$ cat src/rtl/ctb_pkg.sv
// ----------------------------------------------------------------------------
// ctb_pkg
// Shared types, constants and helper functions for the combining-tree barrier.
// ----------------------------------------------------------------------------
package ctb_pkg;

	// Tree size and field widths.
	localparam int MaxParticipants = 64;
	localparam int NodeW           = 7;
	localparam int IdxW            = 6;
	localparam int CountW          = 2;
	localparam int DoneW           = 3;
	localparam int CfgAddrW        = 3;
	localparam int CfgDataW        = 32;

	// Register map.
	localparam logic [CfgAddrW-1:0] RegThreadCount      = 3'd0;
	localparam logic [NodeW-1:0]    ThreadCountResetVal = 7'd4;

	// Saturation limit of the completed-node counter.
	localparam logic [DoneW-1:0] DoneMax = 3'd7;

	// Sequencer states.
	typedef enum logic {
		ST_IDLE,
		ST_EVAL
	} ctb_state_t;

	// Request from the sequencer to the count store.
	typedef struct packed {
		logic              rd_en;
		logic [IdxW-1:0]   rd_idx;
		logic              wr_en;
		logic [IdxW-1:0]   wr_idx;
		logic [CountW-1:0] wr_data;
		logic              clr_one;
		logic              clr_all;
	} ctb_store_req_t;

	// Clamp the programmed thread count to 1..MaxParticipants.
	function automatic logic [NodeW-1:0] effective_count(input logic [NodeW-1:0] tc);
		logic [NodeW-1:0] n;
		n = tc;
		if (n == '0) begin
			n = NodeW'(1);
		end else if (n > NodeW'(MaxParticipants)) begin
			n = NodeW'(MaxParticipants);
		end
		return n;
	endfunction

	// Arrivals a node expects: one for itself plus one per existing child.
	function automatic logic [CountW-1:0] expected_arrivals(input logic [NodeW-1:0] node,
			input logic [NodeW-1:0] n);
		logic [NodeW:0]    left;
		logic [NodeW:0]    right;
		logic [CountW-1:0] k;
		left  = {node, 1'b0};
		right = {node, 1'b1};
		k     = CountW'(1);
		if (left <= {1'b0, n}) begin
			k = k + CountW'(1);
		end
		if (right <= {1'b0, n}) begin
			k = k + CountW'(1);
		end
		return k;
	endfunction

	// Storage index to node number: index zero holds node 64.
	function automatic logic [NodeW-1:0] idx_to_node(input logic [IdxW-1:0] idx);
		return {(idx == '0), idx};
	endfunction

endpackage

$ cat src/rtl/ctb_count_store.sv
// ----------------------------------------------------------------------------
// ctb_count_store
// Per-node remaining counts, kept in a memory with one valid bit per entry.
// ----------------------------------------------------------------------------
module ctb_count_store (
	input  logic                          clk,
	input  logic                          arst_n,
	input  ctb_pkg::ctb_store_req_t       req,
	input  logic [ctb_pkg::NodeW-1:0]     n_eff,
	output logic [ctb_pkg::CountW-1:0]    rem
);

	logic [ctb_pkg::CountW-1:0]  mem [ctb_pkg::MaxParticipants];
	logic [ctb_pkg::MaxParticipants-1:0] valid_q;
	logic [ctb_pkg::CountW-1:0]  rd_data_q;
	logic                        rd_valid_q;
	logic [ctb_pkg::IdxW-1:0]    rd_idx_q;

	// Memory write port and registered read port.
	always_ff @(posedge clk) begin
		if (req.wr_en) begin
			mem[req.wr_idx] <= req.wr_data;
		end
		if (req.rd_en) begin
			rd_data_q <= mem[req.rd_idx];
			rd_idx_q  <= req.rd_idx;
		end
	end

	// Valid bits: a cleared entry reads as its expected arrival count.
	always_ff @(posedge clk or negedge arst_n) begin
		if (!arst_n) begin
			valid_q    <= '0;
			rd_valid_q <= 1'b0;
		end else begin
			if (req.rd_en) begin
				rd_valid_q <= valid_q[req.rd_idx];
			end
			if (req.clr_all) begin
				valid_q <= '0;
			end else if (req.wr_en) begin
				valid_q[req.wr_idx] <= 1'b1;
			end else if (req.clr_one) begin
				valid_q[req.wr_idx] <= 1'b0;
			end
		end
	end

	// Count of the node read in the previous cycle.
	assign rem = rd_valid_q ? rd_data_q
		: ctb_pkg::expected_arrivals(ctb_pkg::idx_to_node(rd_idx_q), n_eff);

endmodule

$ cat src/rtl/combining_tree_barrier.sv
// An arrival that visits k tree nodes (1 to 7) holds the block from its accept
// through one evaluate step per node, paced by the single count-store read port.
// An out-of-range thread id gives its result in the cycle after it is accepted.
// The next item is taken once the block is idle and its result slot is free.
// Reset is asynchronous: counts read as expected values through per-node valid bits,
// so no clearing pass is needed. Thread count resets to 4 and the phase to zero.
// ----------------------------------------------------------------------------
// combining_tree_barrier
// Heap-ordered combining-tree barrier with a climb-one-node-per-cycle sequencer.
// ----------------------------------------------------------------------------
module combining_tree_barrier (
	input  logic                             clk,
	input  logic                             arst_n,
	// Arrival stream
	input  logic                             s_tvalid,
	output logic                             s_tready,
	input  logic [7:0]                       s_tdata,   // [6:0] thread_id, [7] zero
	// Result stream
	output logic                             m_tvalid,
	input  logic                             m_tready,
	output logic [7:0]                       m_tdata,   // [0] released, [1] phase,
	                                                    // [4:2] nodes_completed, [7:5] zero
	// Configuration port
	input  logic                             psel,
	input  logic                             penable,
	input  logic                             pwrite,
	input  logic [ctb_pkg::CfgAddrW-1:0]     paddr,
	input  logic [ctb_pkg::CfgDataW-1:0]     pwdata,
	output logic [ctb_pkg::CfgDataW-1:0]     prdata,
	output logic                             pready
);

	ctb_pkg::ctb_state_t              state_q, state_d;
	ctb_pkg::ctb_store_req_t          req;
	logic [ctb_pkg::NodeW-1:0]        thread_count_q;
	logic [ctb_pkg::NodeW-1:0]        n_eff;
	logic [ctb_pkg::NodeW-1:0]        node_q, node_d;
	logic [ctb_pkg::DoneW-1:0]        done_q, done_d;
	logic                             phase_q, phase_d;
	logic [ctb_pkg::CountW-1:0]       rem;
	logic                             out_valid_q;
	logic                             out_load;
	logic                             out_released_q, out_released_d;
	logic [ctb_pkg::DoneW-1:0]        out_done_q, out_done_d;
	logic                             cfg_write;
	logic                             in_accept;
	logic [ctb_pkg::NodeW-1:0]        thread_id;
	logic                             id_ok;
	logic [ctb_pkg::NodeW-1:0]        parent;

	// Configuration register access.
	assign pready    = 1'b1;
	assign cfg_write = psel && penable && pwrite && (paddr == ctb_pkg::RegThreadCount);
	assign prdata    = (paddr == ctb_pkg::RegThreadCount)
		? {{(ctb_pkg::CfgDataW-ctb_pkg::NodeW){1'b0}}, thread_count_q} : '0;

	always_ff @(posedge clk or negedge arst_n) begin
		if (!arst_n) begin
			thread_count_q <= ctb_pkg::ThreadCountResetVal;
		end else if (cfg_write) begin
			thread_count_q <= pwdata[ctb_pkg::NodeW-1:0];
		end
	end

	assign n_eff = ctb_pkg::effective_count(thread_count_q);

	// Input handshake and range check.
	assign s_tready  = (state_q == ctb_pkg::ST_IDLE) && (!out_valid_q || m_tready);
	assign in_accept = s_tvalid && s_tready;
	assign thread_id = s_tdata[ctb_pkg::NodeW-1:0];
	assign id_ok     = (thread_id != '0) && (thread_id <= n_eff);
	assign parent    = node_q >> 1;

	// Count store.
	ctb_count_store u_store (
		.clk    (clk),
		.arst_n (arst_n),
		.req    (req),
		.n_eff  (n_eff),
		.rem    (rem)
	);

	// Sequencer state register.
	always_ff @(posedge clk or negedge arst_n) begin
		if (!arst_n) begin
			state_q <= ctb_pkg::ST_IDLE;
			phase_q <= 1'b0;
		end else begin
			state_q <= state_d;
			phase_q <= phase_d;
		end
	end

	// Climb registers.
	always_ff @(posedge clk) begin
		node_q <= node_d;
		done_q <= done_d;
	end

	// Next state, store requests and result loading.
	always_comb begin
		state_d        = state_q;
		phase_d        = phase_q;
		node_d         = node_q;
		done_d         = done_q;
		out_load       = 1'b0;
		out_released_d = 1'b0;
		out_done_d     = '0;
		req            = '0;
		req.clr_all    = cfg_write;
		req.wr_idx     = node_q[ctb_pkg::IdxW-1:0];
		case (state_q)
			ctb_pkg::ST_IDLE: begin
				if (in_accept) begin
					if (id_ok) begin
						req.rd_en  = 1'b1;
						req.rd_idx = thread_id[ctb_pkg::IdxW-1:0];
						node_d     = thread_id;
						done_d     = '0;
						state_d    = ctb_pkg::ST_EVAL;
					end else begin
						out_load = 1'b1;
					end
				end
			end
			ctb_pkg::ST_EVAL: begin
				if (rem > ctb_pkg::CountW'(1)) begin
					// Node still waits for more arrivals.
					req.wr_en      = 1'b1;
					req.wr_data    = rem - ctb_pkg::CountW'(1);
					out_load       = 1'b1;
					out_done_d     = done_q;
					state_d        = ctb_pkg::ST_IDLE;
				end else begin
					// Node completes: reload it and move on.
					req.clr_one = 1'b1;
					done_d      = (done_q == ctb_pkg::DoneMax) ? done_q
						: done_q + ctb_pkg::DoneW'(1);
					if (node_q == ctb_pkg::NodeW'(1)) begin
						phase_d        = ~phase_q;
						out_load       = 1'b1;
						out_released_d = 1'b1;
						out_done_d     = done_d;
						state_d        = ctb_pkg::ST_IDLE;
					end else begin
						req.rd_en  = 1'b1;
						req.rd_idx = parent[ctb_pkg::IdxW-1:0];
						node_d     = parent;
					end
				end
			end
			default: begin
				state_d = ctb_pkg::ST_IDLE;
			end
		endcase
	end

	// Result register.
	always_ff @(posedge clk or negedge arst_n) begin
		if (!arst_n) begin
			out_valid_q <= 1'b0;
		end else if (out_load) begin
			out_valid_q <= 1'b1;
		end else if (m_tready) begin
			out_valid_q <= 1'b0;
		end
	end

	always_ff @(posedge clk) begin
		if (out_load) begin
			out_released_q <= out_released_d;
			out_done_q     <= out_done_d;
		end
	end

	assign m_tvalid = out_valid_q;
	assign m_tdata  = {3'b000, out_done_q, phase_q, out_released_q};

endmodule

$ cat config.mk
export PLATFORM = sky130hd
export DESIGN_NAME = combining_tree_barrier
export DESIGN_NICKNAME = d
export VERILOG_FILES = /design/src/rtl/ctb_pkg.sv /design/src/rtl/ctb_count_store.sv /design/src/rtl/combining_tree_barrier.sv
export SDC_FILE = /design/constraint.sdc
export NUM_CORES = 1
export LEC_CHECK = 0
export BUFFER_PORTS_ARGS = -buffer_cell sky130_fd_sc_hd__clkbuf_2
export CAP_MARGIN = 20
export CORE_ASPECT_RATIO = 0.9
export CORE_MARGIN = 3
export CORE_UTILIZATION = 52
export DETAILED_ROUTE_END_ITERATION = 10
export GPL_ROUTABILITY_DRIVEN = 0
export PLACE_DENSITY = 0.8
export REMOVE_ABC_BUFFERS = 1
export SLEW_MARGIN = 25
export SYNTH_ARGS = -nofsm -noshare
export SYNTH_HDL_FRONTEND = slang
export SYNTH_SLANG_ARGS = --single-unit
$ cat constraint.sdc
create_clock -name clk -period 11.04 [get_ports clk]
set_clock_uncertainty 0.15 [all_clocks]
set_input_delay 0.552 -clock clk [delete_from_list [all_inputs] [get_ports clk]]
set_output_delay 0.552 -clock clk [all_outputs]
set_load 0.05 [all_outputs]
# Yosys cells after proc, flatten, opt, wreduce, memory -nomap -nowiden
# Memories as Yosys holds them, arrays and structs flattened. A register that Yosys moved wholly into a read port is not among the register bits.
# Index checks and enable logic that the tools add are counted.
# W data, S select, Z words.
dict set report op_classes {
  n_mux 49
  bitwise 6
  magnitude_cmp 8
  eq_ne 6
  addsub 3
  reduce_logical 19
}
# cell n
set op_table {}
lappend op_table {{$mux W64} 3}
lappend op_table {{$mux W7} 11}
lappend op_table {{$and A64 B64 Y64} 1}
lappend op_table {{$not A64 Y64} 1}
lappend op_table {{$or A64 B64 Y64} 1}
lappend op_table {{$pmux W7 S2} 2}
lappend op_table {{$mux W3} 7}
lappend op_table {{$mux W1} 17}
lappend op_table {{$le A8 B7 Y1} 2}
lappend op_table {{$lt A6 B7 Y1 const B} 2}
lappend op_table {{$mux W2} 4}
lappend op_table {{$ne A2 B2 Y1 const B} 4}
lappend op_table {{$eq A7 B1 Y1 const B} 1}
lappend op_table {{$gt A7 B7 Y1 const B} 1}
lappend op_table {{$le A7 B7 Y1} 1}
lappend op_table {{$logic_and A1 B1 Y1} 7}
lappend op_table {{$logic_not A7 Y1} 1}
lappend op_table {{$reduce_bool A7 Y1} 1}
lappend op_table {{$bmux W1 S6} 1}
lappend op_table {{$demux W1 S6} 1}
lappend op_table {{$ge A6 B1 Y1 const B} 1}
lappend op_table {{$logic_not A6 Y1} 1}
lappend op_table {{$pmux W3 S2} 1}
lappend op_table {{$reduce_and A3 Y1} 2}
lappend op_table {{14 further kinds} 17}
dict set report word_totals {
  output_inout_bits 43
  ram_bits 128
  wordCells 103
  n_memories 1
  ff_bits 95
}
# memory words word_bits read_ports rd_clocked_by_memory_dff write_ports line_no
set memory_table {}
lappend memory_table {u_store.mem 64 2 1 1 1 ctb_count_store.sv:13} ;# logic [ctb_pkg::CountW-1:0] mem [ctb_pkg::MaxParticipants];

# Logic depth before layout (Yosys ltp)
dict set report depth {
  ltp_word 14
  depth_mapped 22
  depth_no_buf 20
}

# Cells and area by module
# From an unflattened synthesis, not the netlist that was laid out.
dict set report hier_totals {
  cells_unflattened 889
  hier_area_um2 10720.3
}
# mod area_each_um2 cells_per_inst seq_area_each_um2 n_inst
set modules_own_cells {}
lappend modules_own_cells {ctb_count_store 8992.4 701 5710.5 1}
lappend modules_own_cells {combining_tree_barrier 1727.9 188 671.9 1}

# Worst setup path before layout
# Ideal clock, no wire load.
dict set report synth_path {
  path_kind {register to register}
  from {register thread_count_q[6] in the netlist's numbering}
  to {memory u_store.mem[0][0] in the netlist's numbering (data pin)}
  setup_time_ns 0.499
  arrival_time_ns 3.832
  synth_period_minus_slack_ns 4.481
  setup_slack_ns 6.559
  required_ns 10.391
  stages_incl_launch_ff 15
  cell_sequence {dfrtp_1 -> inv_1 -> nand2_1 -> ha_1 -> a21oi_1 -> o21ai_0 -> nor2_1 -> o21ai_0 -> o31a_1 -> ha_1 -> or2b_1 -> and2_1 -> clkbuf_1 -> nand2_1 -> nor2_1}
}
# element line_no
set synth_lines {}
lappend synth_lines {{start, declared} combining_tree_barrier.sv:35} ;# logic [ctb_pkg::NodeW-1:0] thread_count_q;
lappend synth_lines {{start signal, assigned} combining_tree_barrier.sv:59} ;# thread_count_q <= ctb_pkg::ThreadCountResetVal;
lappend synth_lines {{start signal, assigned} combining_tree_barrier.sv:61} ;# thread_count_q <= pwdata[ctb_pkg::NodeW-1:0];
lappend synth_lines {{end, declared} ctb_count_store.sv:13}

# Worst setup path after layout
dict set report layout_path {
  from {register thread_count_q[6] in the netlist's numbering}
  to {register u_store.rd_data_q[1] in the netlist's numbering, read port of u_store.mem (data pin)}
}
dict set report layout_between {
  elab_chain_cells 11
  elab_cells_between_ends 17
  cone_classes {add/sub (1); order compare (5); mux (9); reduce/logical (2)}
}
# element line_no
set layout_rtl {}
lappend layout_rtl {{$gt A7 B7 Y1} ctb_pkg.sv:46} ;# end else if (n > NodeW'(MaxParticipants)) begin
lappend layout_rtl {{$mux W7} ctb_pkg.sv:46}
lappend layout_rtl {{$mux W7 (*)} ctb_pkg.sv:44} ;# if (n == '0) begin
lappend layout_rtl {{$le A8 B7 Y1} ctb_pkg.sv:61} ;# if (left <= {1'b0, n}) begin
lappend layout_rtl {{$mux W2} ctb_pkg.sv:61}
lappend layout_rtl {{$add A2 B1 Y2} ctb_pkg.sv:65} ;# k = k + CountW'(1);
lappend layout_rtl {{$mux W2} ctb_pkg.sv:64} ;# if (right <= {1'b0, n}) begin
lappend layout_rtl {{$mux W2} ctb_count_store.sv:50} ;# assign rem = rd_valid_q ? rd_data_q
lappend layout_rtl {{$gt A2 B1 Y1} combining_tree_barrier.sv:127} ;# if (rem > ctb_pkg::CountW'(1)) begin
lappend layout_rtl {{$mux W7} combining_tree_barrier.sv:127}
lappend layout_rtl {{$pmux W7 S2 (*)} combining_tree_barrier.sv:112} ;# case (state_q)
lappend layout_rtl {{end, declared} ctb_count_store.sv:15} ;# logic [ctb_pkg::CountW-1:0] rd_data_q;
# Mark *: on every way between the ends. The rest lies on a longest branch, timed or not.
# A chain may end at the register's enable or synchronous reset.

==> impl_metrics.ini <==
[setup_path]
r2r_setup_slack_ns = 5.47
worstSetupPathType = reg2reg
cpPeakStageDelay_ns = 0.73
cp.required_ns = 11.16
critPathSlowestCell = buf_4
crit_arrival_ns = 5.69
worstPathCellList = inv_1, nand2_1, ha_1, a21oi_1, o21ai_0, nor2_1, o21ai_0, o31a_1, ha_1, or2b_1, a21oi_2, a21oi_4, buf_4, mux2i_1, mux2i_1, a32o_1, a221oi_1, o22ai_1, a221o_1
reg2reg_from = thread_count_q[6]
cp-end-kind = flop
critPathMaxFanout = 66
setup.worst_path.start_class = flop
critPathLaunch = thread_count_q[6]

[clock_tree]
cts_root_buf = clkbuf_16
post_cts_resized = 0
tritoncts = yes
cts_max_path_buffers = 3
h-tree-depth = 1
cts-hold-fix-buffers = 0
clock-sinks = 225
clkTransAtPathRegs_ns = 0.06
cts_buffers = 25
insertion_delay_ns = 0.52
post-cts-setup-buffer-count = 0

[sta]
setup_viol = 0
timing.final.crit_period_ns = 5.57
final-hold-violation-count = 0
worst_pin_slew_ns = 1.04
fin_tns_setup_ns = 0
relSlewSlack_pct = 30.7
fmax_mhz = 179
rsz0062_at_grt = false
fin_crit_sh_pct = 50.5
worst_slack_ns = 5.47
finalMaxSlewViolations = 0

[floorplanning]
io-pin-count = 93
core_area_um2 = 20900
dieWidth_um = 160
start_util_pct = 53.2
num_rows = 50
dieArea_um2 = 23200
die_h_um = 145

[global_routing]
grt_max_degree = 76
grt_use_met1_pct = 32.9
grt_overflow = 0
grt_pass1_wl_mm = 45.7
antenna_found_initial = 0
gr-usage-met2_pct = 39.8
busiest_layer = met2
track_usage_pct = 25.2
use_met3_pct = 6.40
grt_pass1_vias = 8442

[power]
cellLeakagePower_nw = 5.01
p_switching_w = 0.00126
clkPwrFrac_pct = 25.3
power.density_nw_per_um2 = 266
p_int_w = 0.00197
peakVddDrop_uv = 137
total_power_w = 0.00323
combPwrFrac_pct = 35.6
p_seq_share_pct = 39.1
swShare_pct = 39.0

[synth]
synthArstFlopShare_pct = 33.3
synth.avg_cell_area_um2 = 10.1
synth-seq-cells = 225
synth_top_cell_by_area = edfxtp_1
synth_top_area_share_pct = 40.5
synth_flop_cell = edfxtp_1
synthCells = 1105
synth_edf_count = 150
ys_seq_area_share_pct = 57.4
yosys_warnings = 0
synthesis.area_um2 = 11100
netlist_top_cells_area = edfxtp_1, dfrtp_1, nand2_1
synth.distinct_cells = 67

[routing]
drt_first_iter_violations = 1158
dr.pass1.iters = 6
wl_mm = 29.8
drc = 0
viasPerCell = 6.20
ant_nets = 0
wl_per_cell_um = 21.0
num_vias = 8800

[run_status]
status = complete, no violations

[placed_design]
hpwlAfterDp_mm = 18.8
port_buffers = 37
dpl_cell_area_um2 = 11300
dp_slack_ns = 5.72

[layout]
drive_above_1_share_pct = 10.2
final_cell_mix = nand2_1, edfxtp_1, a21oi_1, o21ai_0, dfrtp_1
finalNetCount = 1180
diodes = 0
num-fill-cells = 1747
design_area_um2 = 12200
final_common_cell = nand2_1
syn_to_final_growth_pct = 9.44
final_util_pct = 58.3

[hold_path]
hold_start = pwdata[6]
min_path_type = in2reg

[job]
maxCapViolCount = 0
-- sequential cells by signal (all words and copies together) (netlist names) --
register	cells
m_tvalid	1
phase_q	1
node_q	7
thread_count_q	7
u_store.rd_valid_q	1
u_store.mem	128
out_done_q	3
u_store.rd_idx_q	6
done_q	3
u_store.rd_data_q	2
state_q	1
out_released_q	1
u_store.valid_q	64
-- cell type report --
type	count	area [µm²]	area share, %
timing repair buffer	49	284	2.33
clock buffer	36	697	5.73
sequential	225	6380	52.4
clock inverter	10	109	0.894
multi-input combinational	758	4140	34.0
inverter	55	206	1.70
tap	286	358	2.94
-- cells in the mapped netlist (8+ instances only) --
| cell type | n |
|---|---|
| mux2_2 | 12 |
| mux2i_1 | 22 |
| o21ai_0 | 74 |
| buf_1 | 8 |
| ha_1 | 16 |
| nor3_1 | 9 |
| nand3_1 | 36 |
| buf_2 | 17 |
| nand2_1 | 242 |
| edfxtp_1 | 150 |
| nor2_1 | 55 |
| dfrtp_1 | 74 |
| inv_1 | 51 |
| clkbuf_1 | 34 |
| buf_4 | 33 |
| or3_1 | 25 |
| a21oi_1 | 90 |
| and2_1 | 15 |
| a31oi_1 | 18 |
| nand4_1 | 8 |
| and3_1 | 20 |
| a32oi_1 | 10 |
-- layer usage --
| layer | up-vias | wire, µm |
|---|---|---|
| li1 | 3870 | - |
| met3 | 141 | 3470 |
| met2 | 597 | 13300 |
| met5 | - | 0 |
| met4 | 0 | 1600 |
| met1 | 4192 | 11400 |
-- worst paths after layout --
path,end,cells after the start
max,u_store.rd_data_q[1],19
min,thread_count_q[6],3
max reg2reg,u_store.rd_data_q[1],19
min reg2reg,phase_q,1
max in group asynchronous,u_store.valid_q[35],2
min in group asynchronous,thread_count_q[6],2
-- cell families after synthesis --
kind of cell | share of synthesized area (%)
AOI/OAI and AO/OA | 13.4
adders and majority gates | 1.80
other | 0.0675
and+or+nand+nor | 17.5
muxes | 3.19
xor gates and xnor gates | 0.158
DFF | 57.4
buffers and inverters | 6.47
-- stage by stage --
step	instances	hold WS (ns)
6_report	1419	0.0941
4_1_cts	1418	0.0703
2_1_floorplan	1038	0.106
5_1_grt	1419	0.107
3_3_place_gp	1372	0.326
3_5_place_dp	1372	0.316
-- worst max-delay path: cells and delay by family (launching register included) --
| kind | cells | cell delay [ns] |
|---|---|---|
| buffers and inverters | 2 | 0.95 |
| multiplexers | 2 | 0.44 |
| AO/OA/AOI/OAI | 10 | 2.26 |
| AND/OR/NAND/NOR | 3 | 0.54 |
| adder cells (fa/ha/maj) | 2 | 0.49 |
| flip-flops | 1 | 0.40 |
-- power groups by stage --
| stage | Clock (W) | Combinational [W] | Sequential (W) |
|---|---|---|---|
| detailed placement | 0 | 0.00111 | 0.00126 |
| finish | 0.000819 | 0.00115 | 0.00126 |
| CTS | 0.000821 | 0.00112 | 0.00125 |
| floorplan | 0 | 0.000712 | 0.00127 |
| global route | 0.000859 | 0.00123 | 0.00128 |
| global placement | 0 | 0.00107 | 0.00126 |
Power figures use the tool's default switching activity.
